`config.mk`:
```
export PLATFORM = sky130hd
export DESIGN_NAME = ycbcr_to_rgb_pixel_pair
export DESIGN_NICKNAME = d
export VERILOG_FILES = /design/src/hdl/yc2rgb_pkg.sv /design/src/hdl/yc2rgb_cfg.sv /design/src/hdl/yc2rgb_prod.sv /design/src/hdl/yc2rgb_pixel.sv /design/src/hdl/ycbcr_to_rgb_pixel_pair.sv
export SDC_FILE = /design/constraint.sdc
export NUM_CORES = 2
export LEC_CHECK = 0
export ABC_CLOCK_PERIOD_IN_PS = 28400
export BUFFER_PORTS_ARGS = -buffer_cell sky130_fd_sc_hd__buf_2
export CORE_ASPECT_RATIO = 0.8
export CORE_UTILIZATION = 35
export CTS_CLUSTER_SIZE = 10
export DETAILED_ROUTE_END_ITERATION = 16
export PLACE_DENSITY_LB_ADDON = 0.12
export SKIP_CTS_REPAIR_TIMING = 1
export SLEW_MARGIN = 20
export SYNTH_ARGS = -nofsm -noshare
export SYNTH_HDL_FRONTEND = slang
export SYNTH_HIERARCHICAL = 1
export SYNTH_SLANG_ARGS = --single-unit
```
`constraint.sdc`:
```
create_clock -name clk_i -period 28.4 [get_ports clk_i]
set_input_delay 5.68 -clock clk_i [delete_from_list [all_inputs] [get_ports clk_i]]
set_output_delay 5.68 -clock clk_i [all_outputs]
set_load 0.01 [all_outputs]
```
`src/hdl/yc2rgb_pkg.sv`:
```
// Shared types, register codes and coefficient helpers for the pixel-pair
// YCbCr to BGR converter. No dependencies.
`default_nettype none

package yc2rgb_pkg;

  // Fraction bits of the Q2.x coefficients; the 12-bit registers fit Q2.10
  localparam int COEF_FRAC_BITS = 10;

  // Register file geometry
  localparam int NUM_REGS   = 7;
  localparam int CFG_IDX_W  = 3;
  localparam int CFG_DATA_W = 12;
  localparam int COEF_W     = 12;
  localparam int PIX_W      = 8;

  // Product and accumulator widths (12b unsigned x 9b signed, three-term sum)
  localparam int PROD_W = 22;
  localparam int ACC_W  = 24;

  // Standard BT.601 limited-range coefficients in thousandths
  localparam int LUMA_GAIN_MILLI   = 1164;
  localparam int CR_TO_RED_MILLI   = 1596;
  localparam int CR_TO_GREEN_MILLI = 813;
  localparam int CB_TO_GREEN_MILLI = 391;
  localparam int CB_TO_BLUE_MILLI  = 2018;
  localparam int MILLI_SCALE       = 1000;

  localparam logic [PIX_W-1:0] LUMA_OFFSET_RESET   = 8'd16;
  localparam logic [PIX_W-1:0] CHROMA_CENTER_RESET = 8'd128;

  typedef enum logic [CFG_IDX_W-1:0] {
    REG_LUMA_GAIN     = 3'd0,
    REG_LUMA_OFFSET   = 3'd1,
    REG_CHROMA_CENTER = 3'd2,
    REG_CR_TO_RED     = 3'd3,
    REG_CR_TO_GREEN   = 3'd4,
    REG_CB_TO_GREEN   = 3'd5,
    REG_CB_TO_BLUE    = 3'd6
  } reg_idx_e;

  typedef struct packed {
    logic [PIX_W-1:0] luma_left;
    logic [PIX_W-1:0] luma_right;
    logic [PIX_W-1:0] chroma_red;
    logic [PIX_W-1:0] chroma_blue;
  } pix_in_t;

  typedef struct packed {
    logic [PIX_W-1:0] blue_left;
    logic [PIX_W-1:0] green_left;
    logic [PIX_W-1:0] red_left;
    logic [PIX_W-1:0] blue_right;
    logic [PIX_W-1:0] green_right;
    logic [PIX_W-1:0] red_right;
  } pix_out_t;

  typedef struct packed {
    logic [COEF_W-1:0] luma_gain;
    logic [PIX_W-1:0]  luma_offset;
    logic [PIX_W-1:0]  chroma_center;
    logic [COEF_W-1:0] cr_to_red;
    logic [COEF_W-1:0] cr_to_green;
    logic [COEF_W-1:0] cb_to_green;
    logic [COEF_W-1:0] cb_to_blue;
  } cfg_t;

  // Products of one pixel pair, fed to the sum logic
  typedef struct packed {
    logic signed [PROD_W-1:0] yterm_left;
    logic signed [PROD_W-1:0] yterm_right;
    logic signed [PROD_W-1:0] cr_red;
    logic signed [PROD_W-1:0] cr_green;
    logic signed [PROD_W-1:0] cb_green;
    logic signed [PROD_W-1:0] cb_blue;
  } prod_t;

  // Fixed-point coefficient from thousandths, rounded to nearest
  function automatic logic [COEF_W-1:0] coef_fixed(int milli, int frac_bits);
    int scaled;
    scaled = ((milli << frac_bits) + MILLI_SCALE / 2) / MILLI_SCALE;
    return scaled[COEF_W-1:0];
  endfunction

endpackage

`default_nettype wire

```
`src/hdl/yc2rgb_cfg.sv`:
```
// Coefficient register file of the converter.
// Depends on yc2rgb_pkg.
`default_nettype none

module yc2rgb_cfg import yc2rgb_pkg::*; (
  input  wire logic                  clk_i,
  input  wire logic                  rst_ni,
  input  wire logic                  cfg_we_i,
  input  wire logic [CFG_IDX_W-1:0]  cfg_idx_i,
  input  wire logic [CFG_DATA_W-1:0] cfg_data_i,
  output cfg_t                       cfg_o
);

  // Standard matrix at the coefficient scale
  localparam logic [COEF_W-1:0] LUMA_GAIN_RESET   =
    coef_fixed(LUMA_GAIN_MILLI, COEF_FRAC_BITS);
  localparam logic [COEF_W-1:0] CR_TO_RED_RESET   =
    coef_fixed(CR_TO_RED_MILLI, COEF_FRAC_BITS);
  localparam logic [COEF_W-1:0] CR_TO_GREEN_RESET =
    coef_fixed(CR_TO_GREEN_MILLI, COEF_FRAC_BITS);
  localparam logic [COEF_W-1:0] CB_TO_GREEN_RESET =
    coef_fixed(CB_TO_GREEN_MILLI, COEF_FRAC_BITS);
  localparam logic [COEF_W-1:0] CB_TO_BLUE_RESET  =
    coef_fixed(CB_TO_BLUE_MILLI, COEF_FRAC_BITS);

  cfg_t cfg_q;

  // Write one register per enabled cycle; unknown indexes are dropped
  always_ff @(posedge clk_i or negedge rst_ni) begin
    if (!rst_ni) begin
      cfg_q.luma_gain     <= LUMA_GAIN_RESET;
      cfg_q.luma_offset   <= LUMA_OFFSET_RESET;
      cfg_q.chroma_center <= CHROMA_CENTER_RESET;
      cfg_q.cr_to_red     <= CR_TO_RED_RESET;
      cfg_q.cr_to_green   <= CR_TO_GREEN_RESET;
      cfg_q.cb_to_green   <= CB_TO_GREEN_RESET;
      cfg_q.cb_to_blue    <= CB_TO_BLUE_RESET;
    end else if (cfg_we_i) begin
      case (cfg_idx_i)
        REG_LUMA_GAIN:     cfg_q.luma_gain     <= cfg_data_i[COEF_W-1:0];
        REG_LUMA_OFFSET:   cfg_q.luma_offset   <= cfg_data_i[PIX_W-1:0];
        REG_CHROMA_CENTER: cfg_q.chroma_center <= cfg_data_i[PIX_W-1:0];
        REG_CR_TO_RED:     cfg_q.cr_to_red     <= cfg_data_i[COEF_W-1:0];
        REG_CR_TO_GREEN:   cfg_q.cr_to_green   <= cfg_data_i[COEF_W-1:0];
        REG_CB_TO_GREEN:   cfg_q.cb_to_green   <= cfg_data_i[COEF_W-1:0];
        REG_CB_TO_BLUE:    cfg_q.cb_to_blue    <= cfg_data_i[COEF_W-1:0];
        default: ;
      endcase
    end
  end

  assign cfg_o = cfg_q;

endmodule

`default_nettype wire

```
`src/hdl/yc2rgb_prod.sv`:
```
// Multiply logic: luma and chroma products for one pixel pair.
// Depends on yc2rgb_pkg.
`default_nettype none

module yc2rgb_prod import yc2rgb_pkg::*; (
  input  wire pix_in_t pix_i,
  input  wire cfg_t    cfg_i,
  output prod_t        prod_o
);

  logic signed [PIX_W:0]  dy_left;
  logic signed [PIX_W:0]  dy_right;
  logic signed [PIX_W:0]  dcr;
  logic signed [PIX_W:0]  dcb;

  // Remove black level and chroma center as 9-bit signed differences
  assign dy_left  = signed'({1'b0, pix_i.luma_left})   - signed'({1'b0, cfg_i.luma_offset});
  assign dy_right = signed'({1'b0, pix_i.luma_right})  - signed'({1'b0, cfg_i.luma_offset});
  assign dcr      = signed'({1'b0, pix_i.chroma_red})  - signed'({1'b0, cfg_i.chroma_center});
  assign dcb      = signed'({1'b0, pix_i.chroma_blue}) - signed'({1'b0, cfg_i.chroma_center});

  // Unsigned coefficient times signed difference; chroma terms are shared
  assign prod_o.yterm_left  = PROD_W'(signed'({1'b0, cfg_i.luma_gain}))   * PROD_W'(dy_left);
  assign prod_o.yterm_right = PROD_W'(signed'({1'b0, cfg_i.luma_gain}))   * PROD_W'(dy_right);
  assign prod_o.cr_red      = PROD_W'(signed'({1'b0, cfg_i.cr_to_red}))   * PROD_W'(dcr);
  assign prod_o.cr_green    = PROD_W'(signed'({1'b0, cfg_i.cr_to_green})) * PROD_W'(dcr);
  assign prod_o.cb_green    = PROD_W'(signed'({1'b0, cfg_i.cb_to_green})) * PROD_W'(dcb);
  assign prod_o.cb_blue     = PROD_W'(signed'({1'b0, cfg_i.cb_to_blue}))  * PROD_W'(dcb);

endmodule

`default_nettype wire

```
`src/hdl/yc2rgb_pixel.sv`:
```
// Sum, round and saturate logic for one pixel's three color channels.
// Depends on yc2rgb_pkg.
`default_nettype none

module yc2rgb_pixel import yc2rgb_pkg::*; (
  input  wire logic signed [PROD_W-1:0] yterm_i,
  input  wire logic signed [PROD_W-1:0] cr_red_i,
  input  wire logic signed [PROD_W-1:0] cr_green_i,
  input  wire logic signed [PROD_W-1:0] cb_green_i,
  input  wire logic signed [PROD_W-1:0] cb_blue_i,
  output logic [PIX_W-1:0]              blue_o,
  output logic [PIX_W-1:0]              green_o,
  output logic [PIX_W-1:0]              red_o
);

  localparam logic [ACC_W-1:0] HALF    = ACC_W'(1) << (COEF_FRAC_BITS - 1);
  localparam logic [ACC_W-1:0] PIX_MAX = ACC_W'((1 << PIX_W) - 1);

  logic signed [ACC_W-1:0] acc_red;
  logic signed [ACC_W-1:0] acc_green;
  logic signed [ACC_W-1:0] acc_blue;

  // Negative clamps to zero, otherwise round half up and clamp to full scale
  function automatic logic [PIX_W-1:0] round_sat(logic signed [ACC_W-1:0] acc);
    logic [ACC_W-1:0] rounded;
    rounded = (ACC_W'(unsigned'(acc)) + HALF) >> COEF_FRAC_BITS;
    if (acc[ACC_W-1]) begin
      return '0;
    end else if (rounded > PIX_MAX) begin
      return PIX_MAX[PIX_W-1:0];
    end else begin
      return rounded[PIX_W-1:0];
    end
  endfunction

  // Combine luma term with chroma terms
  assign acc_red   = ACC_W'(yterm_i) + ACC_W'(cr_red_i);
  assign acc_green = ACC_W'(yterm_i) - ACC_W'(cr_green_i) - ACC_W'(cb_green_i);
  assign acc_blue  = ACC_W'(yterm_i) + ACC_W'(cb_blue_i);

  assign red_o   = round_sat(acc_red);
  assign green_o = round_sat(acc_green);
  assign blue_o  = round_sat(acc_blue);

endmodule

`default_nettype wire

```
`src/hdl/ycbcr_to_rgb_pixel_pair.sv`:
```
// Top level of the pixel-pair YCbCr (limited range) to BGR converter.
// Depends on yc2rgb_pkg, yc2rgb_cfg, yc2rgb_prod and yc2rgb_pixel.
//
// Usage:
//   Input channel carries one pixel pair per transfer: two luma samples and
//   the shared Cr/Cb pair. Output channel returns the six saturated 8-bit
//   B, G, R values of the even and odd pixel, one result per input transfer,
//   in order. Both channels use valid/stall; a transfer happens on a clock
//   edge with valid high and stall low.
//   Path: an accepted pair loads the input register, then multiply, sum and
//   saturate results load the result register, which drives out_valid_o.
//   Throughput: one pair per clock while the output is not stalled; each
//   register loads whenever the one after it is empty or moving, so the
//   block accepts one more pair while a finished result waits.
//   Output stall: the input register fills behind the held result; input
//   stall rises only when both registers hold data and the output is stalled.
//   Reset: both registers empty, coefficients load the BT.601 defaults in
//   Q2.10, black level 16 and chroma center 128.
//   Configuration: write registers 0..6 through cfg_we_i/cfg_idx_i/cfg_data_i
//   only while the block is empty; other indexes are ignored.
`default_nettype none

module ycbcr_to_rgb_pixel_pair import yc2rgb_pkg::*; (
  input  wire logic                  clk_i,
  input  wire logic                  rst_ni,
  input  wire logic                  in_valid_i,
  output logic                       in_stall_o,
  input  wire pix_in_t               in_data_i,
  output logic                       out_valid_o,
  input  wire logic                  out_stall_i,
  output pix_out_t                   out_data_o,
  input  wire logic                  cfg_we_i,
  input  wire logic [CFG_IDX_W-1:0]  cfg_idx_i,
  input  wire logic [CFG_DATA_W-1:0] cfg_data_i
);

  cfg_t     cfg;
  pix_in_t  in_q;
  logic     in_valid_q;
  prod_t    prod_d;
  pix_out_t res_d;
  pix_out_t res_q;
  logic     res_valid_q;
  logic     in_ready;
  logic     res_ready;

  yc2rgb_cfg u_cfg (
    .clk_i     (clk_i),
    .rst_ni    (rst_ni),
    .cfg_we_i  (cfg_we_i),
    .cfg_idx_i (cfg_idx_i),
    .cfg_data_i(cfg_data_i),
    .cfg_o     (cfg)
  );

  // Stage handshake: a register loads when it is empty or its content moves on
  assign res_ready  = !res_valid_q || !out_stall_i;
  assign in_ready   = !in_valid_q || res_ready;
  assign in_stall_o = !in_ready;

  // Input register
  always_ff @(posedge clk_i or negedge rst_ni) begin
    if (!rst_ni) begin
      in_valid_q <= 1'b0;
    end else if (in_ready) begin
      in_valid_q <= in_valid_i;
    end
  end

  always_ff @(posedge clk_i) begin
    if (in_ready && in_valid_i) begin
      in_q <= in_data_i;
    end
  end

  yc2rgb_prod u_prod (
    .pix_i (in_q),
    .cfg_i (cfg),
    .prod_o(prod_d)
  );

  yc2rgb_pixel u_pixel_left (
    .yterm_i   (prod_d.yterm_left),
    .cr_red_i  (prod_d.cr_red),
    .cr_green_i(prod_d.cr_green),
    .cb_green_i(prod_d.cb_green),
    .cb_blue_i (prod_d.cb_blue),
    .blue_o    (res_d.blue_left),
    .green_o   (res_d.green_left),
    .red_o     (res_d.red_left)
  );

  yc2rgb_pixel u_pixel_right (
    .yterm_i   (prod_d.yterm_right),
    .cr_red_i  (prod_d.cr_red),
    .cr_green_i(prod_d.cr_green),
    .cb_green_i(prod_d.cb_green),
    .cb_blue_i (prod_d.cb_blue),
    .blue_o    (res_d.blue_right),
    .green_o   (res_d.green_right),
    .red_o     (res_d.red_right)
  );

  // Result register
  always_ff @(posedge clk_i or negedge rst_ni) begin
    if (!rst_ni) begin
      res_valid_q <= 1'b0;
    end else if (res_ready) begin
      res_valid_q <= in_valid_q;
    end
  end

  always_ff @(posedge clk_i) begin
    if (res_ready && in_valid_q) begin
      res_q <= res_d;
    end
  end

  assign out_valid_o = res_valid_q;
  assign out_data_o  = res_q;

  // An accepted transfer always lands in the input register
  assert property (@(posedge clk_i) disable iff (!rst_ni)
    (in_valid_i && !in_stall_o) |=> in_valid_q)
    else $error("accepted input not captured");

  // Input stalls only when both registers are full and the output is blocked
  assert property (@(posedge clk_i) disable iff (!rst_ni)
    in_stall_o |-> (in_valid_q && res_valid_q && out_stall_i))
    else $error("input stalled with room in the block");

  // Inputs move into the result register whenever it can take them
  assert property (@(posedge clk_i) disable iff (!rst_ni)
    (in_valid_q && res_ready) |=> res_valid_q)
    else $error("input register lost an item");

  // A delivered result with nothing behind it leaves the output empty
  assert property (@(posedge clk_i) disable iff (!rst_ni)
    (res_valid_q && !out_stall_i && !in_valid_q) |=> !res_valid_q)
    else $error("result repeated after transfer");

endmodule

`default_nettype wire

```
* After elaboration in Yosys (flattened, before gate mapping)
Index checks and enable logic that the tools add are counted.
** Storage, ports and cells
- Register bits after elaboration :: 158
- Bits of input ports :: 52
- Output and inout port bits :: 50
- Logic and storage cells :: 77
** Cells by class
- Add/subtract/negate cells :: 18
- Multiply operators :: 6
- $lt $le $gt $ge :: 6
- Equal/unequal tests :: 6
- Muxes and demuxes :: 6
- Reductions and logical operators :: 16
** Operators by type and width (count)
- $add A24 B10 Y24 const B :: 6
- $mul A13 B9 Y22 :: 6
- $add A22 B22 Y23 :: 4
- $gt A14 B8 Y1 const B :: 6
- $mux W8 :: 6
- $sub A23 B22 Y24 :: 2
- $sub A22 B22 Y23 :: 2
- $sub A8 B8 Y9 :: 4
- $reduce_and A2 Y1 :: 7
- $eq A3 B3 Y1 const B :: 3
- $eq A3 B2 Y1 const B :: 2
- $logic_not A1 Y1 :: 4
- $eq A3 B1 Y1 const B :: 1
- $logic_not A3 Y1 :: 1
- $logic_and A1 B1 Y1 :: 2
- $logic_or A1 B1 Y1 :: 2

* Logic depth before layout (Yosys ltp)
- Depth after elaboration :: 7
- Gate-level depth with buffers :: 41
- Gate-level depth less buffers :: 39

* Hierarchy
The synthesis kept the hierarchy.
** Modules (own cells, without submodules)
- yc2rgb_prod :: times used 1, cells each 2865, area an instance 24733.7 um^2, seq. area each 0.0 um^2
- yc2rgb_pixel at u_pixel_right :: times used 1, cells each 666, area an instance 4823.4 um^2, seq. area each 0.0 um^2
- yc2rgb_pixel at u_pixel_left :: times used 1, cells each 637, area an instance 4729.5 um^2, seq. area each 0.0 um^2
- yc2rgb_cfg :: times used 1, cells each 166, area an instance 2954.1 um^2, seq. area each 1928.1 um^2
- ycbcr_to_rgb_pixel_pair :: times used 1, cells each 88, area an instance 2494.9 um^2, seq. area each 2452.4 um^2

* Least setup slack after synthesis
No wires, ideal clock.
- Kind :: in2out
- Start :: input port out_stall_i
- End :: output port in_stall_o
- Arrival time :: 5.844 ns
- Required time :: 22.720 ns
- Setup slack :: 16.876 ns
- Cell stages on the path :: 2
- Path buffers :: 0
- Cell sequence :: nand3_2 -> inv_1
** Between the ends
- Word-level cells in the longest chain between the ends :: 4
** Ends and longest elaborated chain
- start, declared :: line ycbcr_to_rgb_pixel_pair.sv:30 : input wire logic out_stall_i,
- $logic_not A1 Y1 :: line ycbcr_to_rgb_pixel_pair.sv:57 : assign res_ready = !res_valid_q || !out_stall_i;
- $logic_or A1 B1 Y1 :: line ycbcr_to_rgb_pixel_pair.sv:57
- $logic_or A1 B1 Y1 :: line ycbcr_to_rgb_pixel_pair.sv:58 : assign in_ready = !in_valid_q || res_ready;
- $logic_not A1 Y1 :: line ycbcr_to_rgb_pixel_pair.sv:59 : assign in_stall_o = !in_ready;
- end, declared :: line ycbcr_to_rgb_pixel_pair.sv:27 : output logic in_stall_o,
Every way passes these cells.

* Worst setup path after layout
Ends and elaborated chain as after synthesis.

==> qor.txt <==
Status -> completed
Class of the worst hold path -> flip-flop to flip-flop
Placed inst area -> 41900 um^2
DRT antenna net count -> 0
Most used DFF post-synth -> edfxtp_1
CORE AREA -> 113000 um^2
Share of synthesized registers carrying an async set or reset -> 49.4%
Worst-path fanout max -> 3
Fin. max-slew vios -> 0
Layout cell share with drive strength beyond 1 -> 9.26%
Vias in the first global route -> 30544
DR top layer -> met4
Multi-input logic area -> 32200 um^2
WP buf/inv -> 3
Worst-Skew Late Latency -> 0.57 ns
Kind of critical path -> primary input to output port
Area grow syn2layout -> 7.00%
H-tree lvl count -> 4
Final WS setup -> 16.63 ns
Critical Path RT -> 22.72 ns
Met3 WL -> 5390 um
Via-per-instance ratio -> 5.22
Routed WL -> 122000 um
Synth Instances -> 4422
Post-DP HPWL -> 99900 um
ANT cells -> 0
EDFF count, synth -> 80
Yosys reg bits -> 158
Root Driver -> clkbuf_16
Worst-path clk slew -> 0.08 ns
Fmax -> 85.0 MHz
CP top delay family -> buffers and inverters
Category of the worst setup path launch point -> primary input
Die area -> 115000 um^2
I/O pins -> 102
GPL Wtd Cong -> 0.924
Filler Cell Count -> 11774
Worst Setup End Kind -> output port
Die Wd -> 379 um
Cell Area, Synth -> 39700 um^2
Worst Tran Pin Value -> 1.17 ns
Total GRT Usage -> 21.6%
First-pass GRT wire length -> 188000 um
Post-route cell area -> 42500 um^2
Yosys warning total -> 6
Slowest CP cell -> buf_2
Most frequent CP cell -> buf_2
Iter 0 DRT Violations -> 1859
Routed wl met2 -> 51500 um
Max-Cap Viols -> 0
DR WL/cell -> 20.5 um
Largest area contributor in the synthesized netlist -> fa_1
Clock skew -> 0.0391 ns
Initial antenna violation count -> 13
Post-place setup slack -> 16.63 ns
Setup violations, final -> 0
Synthesized Nets -> 5483
Crit path cell chain -> buf_2 > nand3_2 > inv_1 > buf_2
Hold Vio Cnt, Final -> 0
Rel. slew slack -> 21.6%
Seq/Total Area, Yosys -> 11.0%
First-pass detailed-route iteration total -> 5
Initial Util -> 35.3%
Final Critical Period -> 11.77 ns
Final #Nets -> 5506
Setup TNS -> 0 ns
Largest cells by area after synthesis -> fa_1, ha_1, inv_1
GRT overflow -> 0
Clock buffer depth -> 2
Library cells used by synthesis -> 118
Drc violations -> 0
Sequential cell area -> 4380 um^2
Tcrit/Tclk final -> 41.4%
Post-Route Utilization -> 37.8%
CP peak stage delay -> 0.13 ns
Yosys top cell area share -> 23.8%
CTS Sinks -> 158
Syn Area/Cell -> 8.99 um^2
Largest net degree at the start of global routing -> 66
CTS tree -> built
FP Rows -> 110
IO buf count -> 101
Vias -> 31187
Critical path arrival -> 6.09 ns
Cts bufs inserted -> 17
RSZ-0062 raised after global routing -> false
Met1 wire length -> 64300 um
Die Ht -> 303 um
## layout make-up
cell class	instances	area share, %
multi-input cells	3455	75.8
flip-flops and latches	158	10.3
inverters	645	5.69
well taps	1512	4.45
repair buffers	168	2.38
clock buffers	17	1.00
clock inverters	15	0.394
## metal layers
layer  vias to the layer above  track usage, %
met5                         -               0
met1                     15484            33.5
met3                        51            2.75
met2                       636            32.3
li1                      15016               -
met4                         0            3.18
## through the flow
stage,cells,hold WS (ns)
6_report,5970,0.510
4_1_cts,5970,0.513
3_5_place_dp,5938,0.496
2_1_floorplan,4422,0.467
5_1_grt,5970,0.523
3_3_place_gp,5938,0.488
## cell families after synthesis
logic type | share of synthesized area (%)
AOI/OAI and AO/OA | 13.3
buffers and inverters | 8.04
and+or+nand+nor | 18.5
muxes | 4.46
DFF | 11.0
xor gates and xnor gates | 3.96
adders and majority gates | 40.7
## cell usage after synthesis (all sizes together) (71+ instances only)
library cell and instances:
nor2 192, and2 213, fa 472, edfxtp 80, o21ai 130, xnor2 120, nand2b 222, nand2 302
clkbuf 117, mux2 98, ha 537, and3 80, nand3 71, inv 643, a21oi 185
## final timing paths
path                                              from                     endpoint  slack, ns  cells past startpoint
setup / recovery                           out_stall_i                   in_stall_o      16.63                      4
hold / removal             u_cfg/cfg_o[54]$_DFFE_PN0P_  u_cfg/cfg_o[54]$_DFFE_PN0P_       0.51                      1
setup reg to reg           u_cfg/cfg_o[48]$_DFFE_PN0P_     out_data_o[13]$_DFFE_PP_      17.42                     31
hold reg to reg            u_cfg/cfg_o[54]$_DFFE_PN0P_  u_cfg/cfg_o[54]$_DFFE_PN0P_       0.51                      1
max in group asynchronous                       rst_ni  u_cfg/cfg_o[59]$_DFFE_PN0P_      22.22                      2
min in group asynchronous                       rst_ni  u_cfg/cfg_o[31]$_DFFE_PN0P_       4.96                      1
## placed cells by master, fill, tap and decap left out, types with 44 or more instances in the layout
| master | count |
|---|---|
| nor2b_1 | 48 |
| o21ai_0 | 108 |
| mux2i_1 | 64 |
| fa_1 | 472 |
| o211ai_1 | 44 |
| nor3_1 | 54 |
| nand2_1 | 302 |
| xor2_1 | 58 |
| xnor2_1 | 114 |
| a21oi_1 | 174 |
| mux2_2 | 91 |
| dfrtp_1 | 57 |
| nor2_1 | 192 |
| nand2b_1 | 222 |
| nand3_1 | 69 |
| ha_1 | 537 |
| a21o_1 | 66 |
| and3_1 | 79 |
| inv_1 | 641 |
| buf_2 | 100 |
| edfxtp_1 | 80 |
| buf_4 | 68 |
| and2_1 | 211 |
## sequential cells by signal (all words and copies together) (netlist names)
register and cells:
u_cfg/cfg_o 76, out_valid_o 1, in_valid_q 1, in_q 32, out_data_o 48
Power is not shown: default switching activity piles up to over one toggle a cycle in this logic, so the estimate is an artifact.
